--- src/hw/rtl/fbev_pkg.sv ---
// shared types and constants of the factor base entry validator
// no dependencies
package fbev_pkg;

  localparam int INDEX_BITS = 32;
  localparam int MOD_W      = 32;
  localparam int ROOT_W     = 32;
  localparam int FLAG_W     = 8;
  localparam int DIV_W      = 17;   // trial divisor, up to just past sqrt(2^32)
  localparam int DSQ_W      = 2 * DIV_W;
  localparam int DIV_STEPS  = MOD_W;
  localparam int DCNT_W     = $clog2(DIV_STEPS);

  localparam logic [2:0] ERR_NONE      = 3'd0;
  localparam logic [2:0] ERR_BELOW2    = 3'd1;
  localparam logic [2:0] ERR_UNORDERED = 3'd2;
  localparam logic [2:0] ERR_ROOT      = 3'd3;
  localparam logic [2:0] ERR_FLAG      = 3'd4;
  localparam logic [2:0] ERR_NOT_PP    = 3'd5;
  localparam logic [2:0] ERR_POWER     = 3'd6;
  localparam logic [2:0] ERR_DISAGREE  = 3'd7;

  localparam logic [1:0] KIND_INVALID = 2'd0;
  localparam logic [1:0] KIND_PRIME   = 2'd1;
  localparam logic [1:0] KIND_POWER   = 2'd2;

  localparam logic [1:0] POL_PRIMES    = 2'd0;
  localparam logic [1:0] POL_EXTERNAL  = 2'd1;
  localparam logic [1:0] POL_GENERATED = 2'd2;
  localparam logic [1:0] POL_UNKNOWN   = 2'd3;

  localparam logic REG_POLICY = 1'b0;
  localparam logic REG_FLAGS  = 1'b1;

  typedef enum logic [6:0] {
    S_IDLE  = 7'b0000001,
    S_CHECK = 7'b0000010,
    S_TRIAL = 7'b0000100,
    S_TWAIT = 7'b0001000,
    S_STRIP = 7'b0010000,
    S_SWAIT = 7'b0100000,
    S_FIN   = 7'b1000000
  } state_t;

  typedef struct packed {
    logic load;
    logic check;
    logic div_start;
    logic take_quot;
    logic step_d;
    logic set_prime;
    logic set_wres;
    logic finish;
  } cmd_t;

  typedef struct packed {
    logic need_loop;
    logic dsq_over;
    logic div_done;
    logic rem_zero;
    logic out_free;
  } status_t;

endpackage

--- src/hw/rtl/fbev_div.sv ---
// restoring divider, one quotient bit per cycle
// depends on fbev_pkg
module fbev_div (
  input  logic                       clk,
  input  logic                       rst,
  input  logic                       start,
  input  logic [fbev_pkg::MOD_W-1:0] dividend,
  input  logic [fbev_pkg::DIV_W-1:0] divisor,
  output logic                       done,
  output logic [fbev_pkg::MOD_W-1:0] quotient,
  output logic [fbev_pkg::DIV_W-1:0] remainder
);
  import fbev_pkg::*;

  logic              busy;
  logic [DCNT_W-1:0] cnt;
  logic [MOD_W-1:0]  quo;
  logic [DIV_W-1:0]  rem;
  logic [DIV_W:0]    rem_sh;
  logic [DIV_W:0]    rem_nx;
  logic              ge;

  assign rem_sh = {rem, quo[MOD_W-1]};
  assign ge     = rem_sh >= {1'b0, divisor};
  assign rem_nx = ge ? rem_sh - {1'b0, divisor} : rem_sh;

  always_ff @(posedge clk) begin
    if (rst) begin
      busy <= 1'b0;
      done <= 1'b0;
    end else begin
      done <= 1'b0;
      if (start) begin
        busy <= 1'b1;
        cnt  <= '0;
        quo  <= dividend;
        rem  <= '0;
      end else if (busy) begin
        rem <= rem_nx[DIV_W-1:0];
        quo <= {quo[MOD_W-2:0], ge};
        cnt <= cnt + 1'b1;
        if (cnt == DCNT_W'(DIV_STEPS - 1)) begin
          busy <= 1'b0;
          done <= 1'b1;
        end
      end
    end
  end

  assign quotient  = quo;
  assign remainder = rem;
endmodule

--- src/hw/rtl/fbev_dpath.sv ---
// datapath: entry registers, structural checks, trial division, verdict register
// depends on fbev_pkg and fbev_div
module fbev_dpath (
  input  logic                        clk,
  input  logic                        rst,
  input  fbev_pkg::cmd_t              cmd,
  output fbev_pkg::status_t           sts,
  input  logic [1:0]                  policy,
  input  logic                        flags_present,
  input  logic [fbev_pkg::MOD_W-1:0]  modulus,
  input  logic [fbev_pkg::ROOT_W-1:0] root_code,
  input  logic [fbev_pkg::FLAG_W-1:0] power_flag,
  input  logic                        last,
  input  logic                        out_stall,
  output logic                        out_valid,
  output logic                        passed,
  output logic [2:0]                  error_code,
  output logic [31:0]                 error_index
);
  import fbev_pkg::*;

  logic [MOD_W-1:0]      q;
  logic [ROOT_W-1:0]     r;
  logic [FLAG_W-1:0]     flag;
  logic                  is_last;
  logic [MOD_W-1:0]      prev_mod;
  logic [INDEX_BITS-1:0] idx;
  logic [2:0]            s_err;
  logic [INDEX_BITS-1:0] s_at;
  logic [2:0]            c_err;
  logic [INDEX_BITS-1:0] c_at;
  logic [MOD_W-1:0]      cached_mod;
  logic [1:0]            cached_kind;
  logic                  cache_valid;
  logic                  pr;
  logic                  pw;
  logic [DIV_W-1:0]      d;
  logic [DSQ_W-1:0]      dsq;
  logic [MOD_W-1:0]      w;

  logic                  div_done;
  logic [MOD_W-1:0]      quot;
  logic [DIV_W-1:0]      rem;

  logic [1:0]            pol;
  logic                  flagged;
  logic                  need_class;
  logic [2:0]            s_e;
  logic [1:0]            kind_new;
  logic [1:0]            kind;
  logic [2:0]            c_e;
  logic                  cache_upd;
  logic [2:0]            s_err_next;
  logic [INDEX_BITS-1:0] s_at_next;
  logic [2:0]            c_err_next;
  logic [INDEX_BITS-1:0] c_at_next;
  logic [2:0]            code;
  logic [INDEX_BITS-1:0] code_at;

  fbev_div u_div (
    .clk      (clk),
    .rst      (rst),
    .start    (cmd.div_start),
    .dividend (w),
    .divisor  (d),
    .done     (div_done),
    .quotient (quot),
    .remainder(rem)
  );

  assign pol        = (policy == POL_UNKNOWN) ? POL_PRIMES : policy;
  assign flagged    = flags_present && (flag != '0);
  assign need_class = !cache_valid || (q != cached_mod);

  always_comb begin
    // structural checks
    s_e = ERR_NONE;
    if (q < MOD_W'(2))                                 s_e = ERR_BELOW2;
    else if (idx != '0 && q < prev_mod)                s_e = ERR_UNORDERED;
    else if ({1'b0, r} >= {q, 1'b0})                   s_e = ERR_ROOT;
    else if (flags_present && flag > FLAG_W'(1))       s_e = ERR_FLAG;

    if (pol == POL_GENERATED)
      kind_new = flagged ? (pw ? KIND_POWER : KIND_INVALID) : KIND_PRIME;
    else
      kind_new = pr ? KIND_PRIME : (pw ? KIND_POWER : KIND_INVALID);
    kind = need_class ? kind_new : cached_kind;

    c_e       = ERR_NONE;
    cache_upd = 1'b0;
    if (need_class) begin
      if (kind == KIND_INVALID)                          c_e = ERR_NOT_PP;
      else if (pol == POL_PRIMES && kind != KIND_PRIME)  c_e = ERR_POWER;
      else                                               cache_upd = (c_err == ERR_NONE);
    end
    if (c_e == ERR_NONE && flags_present && (flagged != (kind == KIND_POWER)))
      c_e = ERR_DISAGREE;

    s_err_next = s_err;
    s_at_next  = s_at;
    if (s_err == ERR_NONE && s_e != ERR_NONE) begin
      s_err_next = s_e;
      s_at_next  = idx;
    end
    c_err_next = c_err;
    c_at_next  = c_at;
    if (c_err == ERR_NONE && c_e != ERR_NONE) begin
      c_err_next = c_e;
      c_at_next  = idx;
    end

    code    = ERR_NONE;
    code_at = '0;
    if (policy == POL_GENERATED && !flags_present) begin
      code = ERR_FLAG;
    end else if (s_err_next != ERR_NONE) begin
      code    = s_err_next;
      code_at = s_at_next;
    end else if (c_err_next != ERR_NONE) begin
      code    = c_err_next;
      code_at = c_at_next;
    end
  end

  assign sts.need_loop = need_class && (c_err == ERR_NONE) &&
                         !(pol == POL_GENERATED && !flagged) &&
                         q[0] && (q >= MOD_W'(3));
  assign sts.dsq_over  = dsq > DSQ_W'(q);
  assign sts.div_done  = div_done;
  assign sts.rem_zero  = (rem == '0);
  assign sts.out_free  = !out_valid || !out_stall;

  always_ff @(posedge clk) begin
    if (cmd.load) begin
      q       <= modulus;
      r       <= root_code;
      flag    <= power_flag;
      is_last <= last;
    end
    if (cmd.check) begin
      // quick answers for values the trial loop does not handle
      pr  <= (q == MOD_W'(2));
      pw  <= !q[0] && (q >= MOD_W'(4)) && ((q & (q - 1'b1)) == '0);
      d   <= DIV_W'(3);
      dsq <= DSQ_W'(9);
      w   <= q;
    end
    if (cmd.step_d) begin
      d   <= d + DIV_W'(2);
      dsq <= dsq + (DSQ_W'(d) << 2) + DSQ_W'(4);
    end
    if (cmd.take_quot) w <= quot;
    if (cmd.set_prime) begin
      pr <= 1'b1;
      pw <= 1'b0;
    end
    if (cmd.set_wres) begin
      pr <= 1'b0;
      pw <= (w == MOD_W'(1));
    end
    if (cmd.finish && is_last) begin
      passed      <= (code == ERR_NONE);
      error_code  <= code;
      error_index <= 32'(code_at);
    end
  end

  always_ff @(posedge clk) begin
    if (rst) begin
      out_valid   <= 1'b0;
      prev_mod    <= '0;
      idx         <= '0;
      s_err       <= ERR_NONE;
      s_at        <= '0;
      c_err       <= ERR_NONE;
      c_at        <= '0;
      cached_mod  <= '0;
      cached_kind <= KIND_INVALID;
      cache_valid <= 1'b0;
    end else begin
      if (out_valid && !out_stall && !(cmd.finish && is_last)) out_valid <= 1'b0;
      if (cmd.finish) begin
        if (is_last) begin
          out_valid   <= 1'b1;
          prev_mod    <= '0;
          idx         <= '0;
          s_err       <= ERR_NONE;
          s_at        <= '0;
          c_err       <= ERR_NONE;
          c_at        <= '0;
          cached_mod  <= '0;
          cached_kind <= KIND_INVALID;
          cache_valid <= 1'b0;
        end else begin
          prev_mod <= q;
          idx      <= idx + 1'b1;
          s_err    <= s_err_next;
          s_at     <= s_at_next;
          c_err    <= c_err_next;
          c_at     <= c_at_next;
          if (cache_upd) begin
            cached_mod  <= q;
            cached_kind <= kind;
            cache_valid <= 1'b1;
          end
        end
      end
    end
  end
endmodule

--- src/hw/rtl/fbev_ctrl.sv ---
// controller: sequences entry load, trial division loop and verdict
// depends on fbev_pkg
module fbev_ctrl (
  input  logic              clk,
  input  logic              rst,
  input  logic              in_valid,
  output logic              in_stall,
  input  logic              last_entry,
  input  fbev_pkg::status_t sts,
  output fbev_pkg::cmd_t    cmd
);
  import fbev_pkg::*;

  state_t state;
  state_t state_next;

  assign in_stall = (state != S_IDLE);

  always_comb begin
    state_next = state;
    cmd        = '0;
    unique case (state)
      S_IDLE: begin
        if (in_valid) begin
          cmd.load   = 1'b1;
          state_next = S_CHECK;
        end
      end
      S_CHECK: begin
        cmd.check  = 1'b1;
        state_next = sts.need_loop ? S_TRIAL : S_FIN;
      end
      S_TRIAL: begin
        if (sts.dsq_over) begin
          cmd.set_prime = 1'b1;
          state_next    = S_FIN;
        end else begin
          cmd.div_start = 1'b1;
          state_next    = S_TWAIT;
        end
      end
      S_TWAIT: begin
        if (sts.div_done) begin
          if (sts.rem_zero) begin
            cmd.take_quot = 1'b1;
            state_next    = S_STRIP;
          end else begin
            cmd.step_d = 1'b1;
            state_next = S_TRIAL;
          end
        end
      end
      S_STRIP: begin
        cmd.div_start = 1'b1;
        state_next    = S_SWAIT;
      end
      S_SWAIT: begin
        if (sts.div_done) begin
          if (sts.rem_zero) begin
            cmd.take_quot = 1'b1;
            state_next    = S_STRIP;
          end else begin
            cmd.set_wres = 1'b1;
            state_next   = S_FIN;
          end
        end
      end
      S_FIN: begin
        // a verdict waits for the output register to be free
        if (!last_entry || sts.out_free) begin
          cmd.finish = 1'b1;
          state_next = S_IDLE;
        end
      end
      default: state_next = S_IDLE;
    endcase
  end

  always_ff @(posedge clk) begin
    if (rst) state <= S_IDLE;
    else     state <= state_next;
  end
endmodule

--- src/hw/rtl/factor_base_entry_validator.sv ---
// Factor base entry validator, top level.
// Entries arrive on the input channel (modulus, root_code, power_flag, last),
// one word accepted when in_valid is high and in_stall low. The block takes
// one entry at a time and raises in_stall while it works on it.
// Each entry is checked for structure and its modulus classified by trial
// division with a restoring divider; an entry whose modulus is cached or even
// skips the trial loop, which otherwise runs over the odd trial divisors.
// The entry marked last yields one result word (passed, error_code,
// error_index) held in an output register until out_stall is low; the next
// entry is accepted meanwhile, but the next verdict waits for that register.
// policy (address 0) and flags_present (address 4) are written over the APB
// port; the user must write them only while idle, the block does not enforce it.
// Reset (synchronous) clears all per-base state, empties the output
// register and sets policy to primes only with flags present.
// depends on fbev_pkg, fbev_ctrl, fbev_dpath
module factor_base_entry_validator (
  input  logic                        clk,
  input  logic                        rst,
  input  logic                        psel,
  input  logic                        penable,
  input  logic                        pwrite,
  input  logic [2:0]                  paddr,
  input  logic [31:0]                 pwdata,
  output logic [31:0]                 prdata,
  output logic                        pready,
  input  logic                        in_valid,
  output logic                        in_stall,
  input  logic [fbev_pkg::MOD_W-1:0]  modulus,
  input  logic [fbev_pkg::ROOT_W-1:0] root_code,
  input  logic [fbev_pkg::FLAG_W-1:0] power_flag,
  input  logic                        last,
  output logic                        out_valid,
  input  logic                        out_stall,
  output logic                        passed,
  output logic [2:0]                  error_code,
  output logic [31:0]                 error_index
);
  import fbev_pkg::*;

  logic [1:0] policy;
  logic       flags_present;
  logic       cfg_wr;
  cmd_t       cmd;
  status_t    sts;
  logic       last_q;

  assign pready = 1'b1;
  assign cfg_wr = psel && penable && pwrite && pready;

  always_ff @(posedge clk) begin
    if (rst) begin
      policy        <= POL_PRIMES;
      flags_present <= 1'b1;
    end else if (cfg_wr) begin
      unique case (paddr[2])
        REG_POLICY: policy        <= pwdata[1:0];
        REG_FLAGS:  flags_present <= pwdata[0];
        default: ;
      endcase
    end
  end

  always_comb begin
    unique case (paddr[2])
      REG_POLICY: prdata = {30'd0, policy};
      REG_FLAGS:  prdata = {31'd0, flags_present};
      default:    prdata = '0;
    endcase
  end

  // entry last bit kept for the controller's verdict wait
  always_ff @(posedge clk) begin
    if (cmd.load) last_q <= last;
  end

  fbev_ctrl u_ctrl (
    .clk       (clk),
    .rst       (rst),
    .in_valid  (in_valid),
    .in_stall  (in_stall),
    .last_entry(last_q),
    .sts       (sts),
    .cmd       (cmd)
  );

  fbev_dpath u_dpath (
    .clk          (clk),
    .rst          (rst),
    .cmd          (cmd),
    .sts          (sts),
    .policy       (policy),
    .flags_present(flags_present),
    .modulus      (modulus),
    .root_code    (root_code),
    .power_flag   (power_flag),
    .last         (last),
    .out_stall    (out_stall),
    .out_valid    (out_valid),
    .passed       (passed),
    .error_code   (error_code),
    .error_index  (error_index)
  );

  a_busy_after_accept: assert property (@(posedge clk) disable iff (rst)
    in_valid && !in_stall |=> in_stall)
    else $error("block not busy after accepting a word");

  a_pass_clean: assert property (@(posedge clk) disable iff (rst)
    out_valid && passed |-> error_code == ERR_NONE && error_index == 32'd0)
    else $error("passed verdict carries an error");

  a_fail_coded: assert property (@(posedge clk) disable iff (rst)
    out_valid && !passed |-> error_code != ERR_NONE)
    else $error("failed verdict without an error code");

  a_one_command: assert property (@(posedge clk) disable iff (rst)
    $onehot0({cmd.load, cmd.check, cmd.div_start, cmd.finish}))
    else $error("controller issued conflicting commands");
endmodule

--- config.mk ---
export PLATFORM = sky130hd
export DESIGN_NAME = factor_base_entry_validator
export DESIGN_NICKNAME = d
export VERILOG_FILES = /design/src/hw/rtl/fbev_pkg.sv /design/src/hw/rtl/fbev_div.sv /design/src/hw/rtl/fbev_dpath.sv /design/src/hw/rtl/fbev_ctrl.sv /design/src/hw/rtl/factor_base_entry_validator.sv
export SDC_FILE = /design/constraint.sdc
export NUM_CORES = 1
export LEC_CHECK = 0
export ABC_CLOCK_PERIOD_IN_PS = 5200
export BUFFER_PORTS_ARGS = -buffer_cell sky130_fd_sc_hd__buf_2
export CAP_MARGIN = 20
export CORE_MARGIN = 4
export CORE_UTILIZATION = 45
export DETAILED_ROUTE_END_ITERATION = 12
export GPL_TIMING_DRIVEN = 1
export PLACE_DENSITY = 0.71
export SETUP_SLACK_MARGIN = 0.5
export SLEW_MARGIN = 10
export SYNTH_ARGS = -nofsm -noshare
export SYNTH_HDL_FRONTEND = slang
export SYNTH_SLANG_ARGS = --single-unit
--- constraint.sdc ---
create_clock -name clk -period 5.2 [get_ports clk]
set_input_delay 1.56 -clock clk [delete_from_list [all_inputs] [get_ports clk]]
set_output_delay 1.56 -clock clk [all_outputs]
set_load 0.02 [all_outputs]
==> metrics.md, run 1 <==
| Metric | Value |
|---|---|
| Final ANT Viol Nets | `0` |
| Met1 Use GR | `between 20% and 30%` |
| Core box area | `48150 µm²` |
| Hold_buf cts | `0` |
| First-iteration detailed-routing DRC count | `1368` |
| Postcts setup bufs | `0` |
| HP Class | `reg2reg` |
| CP Launch Type | `flop` |
| Grt total ovfl | `0` |
| Most used routing layer in global routing | `met2` |
| Average via count per standard cell | `about 5.8` |
| Yosys cell types | `75` |
| Final GP Congestion | `0.8889` |
| Synth Warn # | `0` |
| Clock buffer count from CTS | `46` |
| Sequential area share after synthesis | `49.64%` |
| First-pass GRT wire length | `87750 µm` |
| Top Ports | `186` |
| Worst-Skew Late Latency | `600 ps` |
| Final hold viol count | `0` |
| Wire per inst | `19.85 µm` |
| Worst-path clk slew | `60 ps` |
| Largest area contributor in the netlist | `edfxtp_1` |
| Int Pwr | `0.006152 W` |
| Crit-path max FO | `32` |
| Initial core utilization | `about 46%` |
| Die width | `229.5 µm` |
| CTS max path bufs | `3` |
| Slew margin rel. | `34.80%` |
| Detailed-route via count | `about 16k` |
| Drt total wl | `56060 µm` |
| Die Y | `about 230 µm` |
| Yosys reg bits | `between 400 and 500` |
| Die ar. | `52670 µm²` |
| Net Sw Frac | `26.80%` |
| Switching power total | `0.002252 W` |
| GRT Util Overall | `20.68%` |
| Ys flop type | `edfxtp_1` |
| Met2 usage | `34.63%` |
| MaxCap Viol Count | `0` |
| Initial antenna violation count | `1` |
| Post-synth top cells | `243 x edfxtp_1, 187 x nor2_1, 183 x dfxtp_1` |
| # diodes | `0` |
| First-pass DRT Iterations | `5` |
| Vias in the first global route | `~16k` |
| Root buf cell | `clkbuf_16` |
| Row count | `80` |
| Nets | `2394` |
| Clock share of power | `40.0%` |
| Final core utilization | `51.69%` |
| WP data required | `5520 ps` |
| Setup TNS | `0 ps` |
| Crit end category | `flop` |
| CTS tree | `done` |
| Largest net degree at the start of global routing | `48` |
| Outcome | `finished clean` |
| Tcrit/Tclk final | `86.06%` |
| Final Skew | `35.81 ps` |
| Sequential power share | `46.7%` |
| Layout cells sized above 1 | `15.27%` |
| Count leader, synth | `edfxtp_1` |
| Ys async rst share | `0%` |
| Fmax | `0.2235 GHz` |
| M3 GR Usage | `under 10%` |
| Setup repair after global routing missed its margin | `no` |
| Number of synthesized flops with an enable pin | `between 200 and 250` |
| Worst slew pin tran | `975.8 ps` |
| Drt drc | `0` |
| Clk sinks | `426` |
| Pleak | `~9.6 nW` |
| Dpl hpwl | `39280 µm` |
| Pwr dens | `337.7 nW/µm²` |
| Area grow syn2layout | `12.72%` |
| Synthesized netlist cell count | `around 2.0k` |
| IO Port Bufs | `around 120` |
| Final setup viols | `0` |
| Critical path arrival | `4790 ps` |
| Peak supply drop | `298.3 µV` |
| Syn Area/Cell | `10.85 µm²` |
| Critical path class | `reg2reg` |
| Max-slew violation count | `0` |
| Post-synthesis cell area | `22080 µm²` |
| Synth top area cells | `edfxtp_1 33%, dfxtp_1 17%, ha_1 8.3%, mux2i_1 3.7%, nor2_1 3.2%` |
| Reg-to-reg slack, setup | `720 ps` |
| Synth top area share | `33.05%` |
| H-tree depth | `2` |
| Fin crit period | `4475 ps` |
| Comb pwr share | `roughly an eighth` |
-- power by group through the flow --
stage / combinational [W] / sequential [W] / clock [W]
CTS: 0.00111 / 0.00392 / 0.00344
detailed placement: 0.00110 / 0.00399 / 0
finish: 0.00112 / 0.00392 / 0.00336
global placement: 0.00107 / 0.00399 / 0
global route: 0.00125 / 0.00393 / 0.00358
floorplan: 0.000819 / 0.00388 / 0
-- kinds of logic (layout without fill, tap and decap cells) --
group	Yosys count	after routing	share of synthesized area [%]
AO/OA/AOI/OAI	407	407	13.12
XOR/XNOR	109	109	4.324
adder cells (fa/ha/maj)	150	150	8.557
buffers and inverters	249	353	5.066
flip-flops	426	426	49.64
multiplexers	144	144	6.902
other	2	31	0.03401
AND/OR/NAND/NOR	548	548	12.35
-- cells in the final DEF, fill, tap and decap left out, types with 7 or more instances in the layout --
cell       instances
edfxtp_1         243
dfxtp_1          183
nor2_1           182
ha_1             147
buf_2            122
inv_1            100
a21oi_1           86
mux2i_1           81
nand2_1           76
xor2_1            70
a22o_1            67
mux2_2            62
nand3_1           49
clkbuf_16         48
o21ai_0           42
nor3_1            41
buf_4             41
xnor2_1           39
nor4_1            37
o22ai_1           34
a32o_1            34
a22oi_1           33
nand4_1           32
conb_1            31
a21o_1            28
and3_1            25
nor2b_1           20
or3_1             17
a211oi_1          15
nand2b_1          14
o21a_1             8
and2_1             8
a31oi_1            7
or2_2              7
clkinv_2           7
clkinv_1           7
-- registers in the layout (all words and copies together), names as in the netlist, 8 cells and up --
name	flops
u_dpath.w	32
u_dpath.q	32
u_dpath.error_index	32
u_dpath.prev_mod	32
u_dpath.idx	32
u_dpath.r	32
u_dpath.cached_mod	32
u_dpath.d	16
u_dpath.u_div.remainder	17
u_dpath.s_at	32
u_dpath.dsq	31
u_dpath.u_div.quotient	32
u_dpath.flag	8
u_dpath.c_at	32
-- worst paths after layout --
path	from	to	cells past startpoint
worst max register to register	u_dpath.q[13]	u_dpath.error_index[5]	12
worst max-delay path	u_dpath.q[13]	u_dpath.error_index[5]	12
worst min register to register	u_dpath.u_div.busy	u_dpath.u_div.done	2
worst min-delay path	u_dpath.u_div.busy	u_dpath.u_div.done	2
-- layout make-up --
| type | count | area [µm²] |
|---|---|---|
| Fill cell | 4195 | 23260 |
| Inverter | 101 | 379.1 |
| Multi-Input combinational cell | 1389 | 10170 |
| Clock buffer | 61 | 1303 |
| Timing Repair Buffer | 166 | 985.9 |
| Tap cell | 656 | 820.8 |
| Sequential cell | 426 | 10960 |
| Clock inverter | 25 | 269.0 |
-- metal layers --
metal	part of all wire, %	routed length [µm]
met1	44	24410
met2	48	26890
met3	5.5	3093
met4	3.0	1675
met5	0	0
-- repair_timing --
item / CTS / global route
endpoints found under the setup margin: 0 / 31
hold endpoints to repair: 0 / 0
gates resized for setup: 0 / 1
-- metrics by stage --
stage / area (µm²) / std cells / setup WS, ps / power [W] / hold WS (ps)
final: 24890 / 2824 / 724.7 / 0.008405 / 461.4
after global routing: 24890 / 2824 / 588.4 / 0.008759 / 487.1
after CTS: 24890 / 2824 / 629.7 / 0.008469 / 464.1
after detailed placement: 23310 / 2738 / 657.7 / 0.005093 / 447.5
after global placement: 23290 / 2737 / 666.8 / 0.005056 / 433.3
after floorplan: 22190 / 2064 / 822.1 / 0.004704 / 426.2
-- worst max-delay path, stage by stage (launching register included) --
cell	delay [ps]
edfxtp_1	600
inv_1	150
ha_1	320
a211oi_1	210
nor2_1	80
a2111oi_1	590
a21oi_1	170
or4_1	590
nand2b_1	270
nor4b_1	470
or2_1	170
buf_4	370
o22ai_1	180
Note: power is estimated with default switching activity, not from simulation.
==> inputs of run 2 (changes only) <==
CORE_UTILIZATION = 55   (was 45)
PLACE_DENSITY = 0.83   (was 0.71)
REMOVE_ABC_BUFFERS = 1   (was default)
==> run 2 against run 1 <==
- largest cell class unchanged
- critical path type unchanged
- via count is 0.63% higher
- fmax up 4.4%
- first-iteration DRC count up 8.7%
- largest power group unchanged
- clock-buffer cell count grew 11
- sequential power barely moved
- final area down 1.1%
- die area decreased by 18%
- highest routed layer is now met5
- power fell by 1.3%
- wire length fell by 4.8%
==> metrics.md, run 2 (synthesized netlist as in run 1, its figures left out) <==
| Metric | Value |
|---|---|
| Outcome | `finished clean` |
| Hold_buf cts | `0` |
| Register area | `10960 µm²` |
| Nets | `2386` |
| Worst slew pin tran | `1055 ps` |
| Row count | `73` |
| CP Launch Type | `flop` |
| CTS max path bufs | `3` |
| Clock buffer count from CTS | `45` |
| Die Y | `approximately 210 µm` |
| Final hold slack | `458.6 ps` |
| Pwr dens | `336.8 nW/µm²` |
| First-pass GRT wire length | `roughly 85000 µm` |
| Slew margin rel. | `29.65%` |
| Crit. Startpoint | `u_dpath.q[13]` |
| Max-slew violation count | `0` |
| H-tree depth | `2` |
| Setup TNS | `0 ps` |
| Reg-to-reg endpoint | `u_dpath.error_index[30]` |
| Worst-Skew Late Latency | `580 ps` |
| Worst R2R Start | `u_dpath.q[13]` |
| Layout cells sized above 1 | `15.01%` |
| Register-to-Register Path Depth | `12` |
| Final setup viols | `0` |
| Clk sinks | `426` |
| Worst-path clk slew | `60 ps` |
| HP Class | `reg2reg` |
| Wire per inst | `slightly below 20 µm` |
| Crit end category | `flop` |
| Top Ports | `186` |
| Most frequent cells in the layout | `243 x edfxtp_1, 183 x dfxtp_1, 182 x nor2_1` |
| MaxCap Viol Count | `0` |
| Post-CTS sizing | `0` |
| Core box area | `39730 µm²` |
| Crit-path max FO | `32` |
| IO Port Bufs | `122` |
| Peak supply drop | `229.4 µV` |
| Postcts setup bufs | `0` |
| Initial core utilization | `between 50% and 60%` |
| Fmax | `between 0.2 and 0.25 GHz` |
| First-iteration detailed-routing DRC count | `~1.5k` |
| Initial antenna violation count | `2` |
| Capture point of the worst path | `u_dpath.error_index[30]` |
| Final GP Congestion | `0.8833` |
| Critical path class | `reg2reg` |
| Dpl hpwl | `36630 µm` |
| Pleak | `9.529 nW` |
| Vias in the first global route | `16.48k` |
| Reg-to-reg slack, setup | `between 900 and 1000 ps` |
| Detailed-route via count | `between 15k and 20k` |
| Final ANT Viol Nets | `0` |
| Multi-input logic area | `10170 µm²` |
| First-pass DRT Iterations | `6` |
| WP data required | `5500 ps` |
| Die ar. | `43410 µm²` |
| Drt total wl | `53360 µm` |
| Final Skew | `~26 ps` |
| CTS tree | `done` |
| Leading cell type in the layout, fill and taps excluded | `edfxtp_1` |
| Filler Cell Count | `3051` |
| Largest net degree at the start of global routing | `74` |
| Tcrit/Tclk final | `82.45%` |
| Die width | `208.4 µm` |
| Average via count per standard cell | `6.105` |
| Grt total ovfl | `0` |
| Area grow syn2layout | `11.51%` |
| Root buf cell | `clkbuf_16` |
| GRT Util Overall | `about a quarter` |
| Setup repair after global routing missed its margin | `no` |
| Drt drc | `0` |
| Final hold viol count | `0` |
| Fin crit period | `4287 ps` |
| Critical path arrival | `roughly 4600 ps` |
[run 2: cell types whose count changed in the layout (fill, tap and decap cells not counted), moves of 2 or more]
| cell | before | now |
|---|---|---|
| buf_4 | 41 | 35 |
| clkbuf_1 | 6 | 12 |
| clkbuf_8 | 5 | 11 |
| clkinv_1 | 7 | 1 |
| bufinv_16 | 4 | 1 |
| clkbuf_2 | 2 | 0 |
| clkinv_4 | 2 | 0 |
[run 2: worst min-delay path by stage]
stage	from	to	slack (ps)	depth (start not counted)
after global routing	u_dpath.cache_valid	u_dpath.cache_valid	470	1
after floorplan	u_dpath.cache_valid	u_dpath.cache_valid	430	1
after detailed placement	u_dpath.cache_valid	u_dpath.cache_valid	440	1
after global placement	u_dpath.cache_valid	u_dpath.cache_valid	430	1
after CTS	u_dpath.u_div.busy	u_dpath.u_div.done	450	2
final	u_dpath.cache_valid	u_dpath.cache_valid	460	1
[run 2: layout make-up]
type	count	share of cell area [%]
clock buffer	72	5.778
sequential	426	44.52
antenna	1	0.01016
timing repair buffer	159	3.710
clock inverter	12	0.4625
multi-input combinational	1389	41.31
inverter	101	1.540
tap	525	2.668
[run 2: power breakdown]
| group | total, W | switching [W] | internal [W] |
|---|---|---|---|
| logic | 0.00112 | 0.000685 | 0.000430 |
| registers | 0.00390 | 0.000152 | 0.00374 |
| clock network | 0.00328 | 0.00134 | 0.00194 |
[run 2: metrics by stage]
| step | area [µm²] | worst slack [ps] | power [W] | util, % | cells |
|---|---|---|---|---|---|
| 2_1_floorplan | 21450 | -1813 | 0.004667 | - | 1916 |
| 3_3_place_gp | 23060 | 861.9 | 0.004997 | 58.04 | 2599 |
| 5_1_grt | 24620 | 641.3 | 0.008612 | 61.96 | 2684 |
| 6_report | 24620 | 912.6 | 0.008293 | 61.97 | 2685 |
| 3_5_place_dp | 23080 | 810.5 | 0.005057 | 58.09 | 2600 |
| 4_1_cts | 24610 | 763.4 | 0.008328 | 61.95 | 2684 |
[run 2: worst max-delay path, stage by stage (launching register included)]
cell,delay (ps)
edfxtp_1,480
inv_1,120
ha_1,250
a211oi_1,210
nor2_1,70
a2111oi_1,710
a21oi_1,150
or4_1,580
nand2b_1,290
nor4b_1,420
or2_1,170
buf_4,370
o22ai_1,170
[run 2: metal layers]
layer	global-route usage, %	part of all wire (%)	vias up
met5	0	0.032	-
met4	7.995	3.1	2
met3	4.358	6.9	124
met2	41.95	50	661
met1	29.52	40	7949
li1	-	-	7657
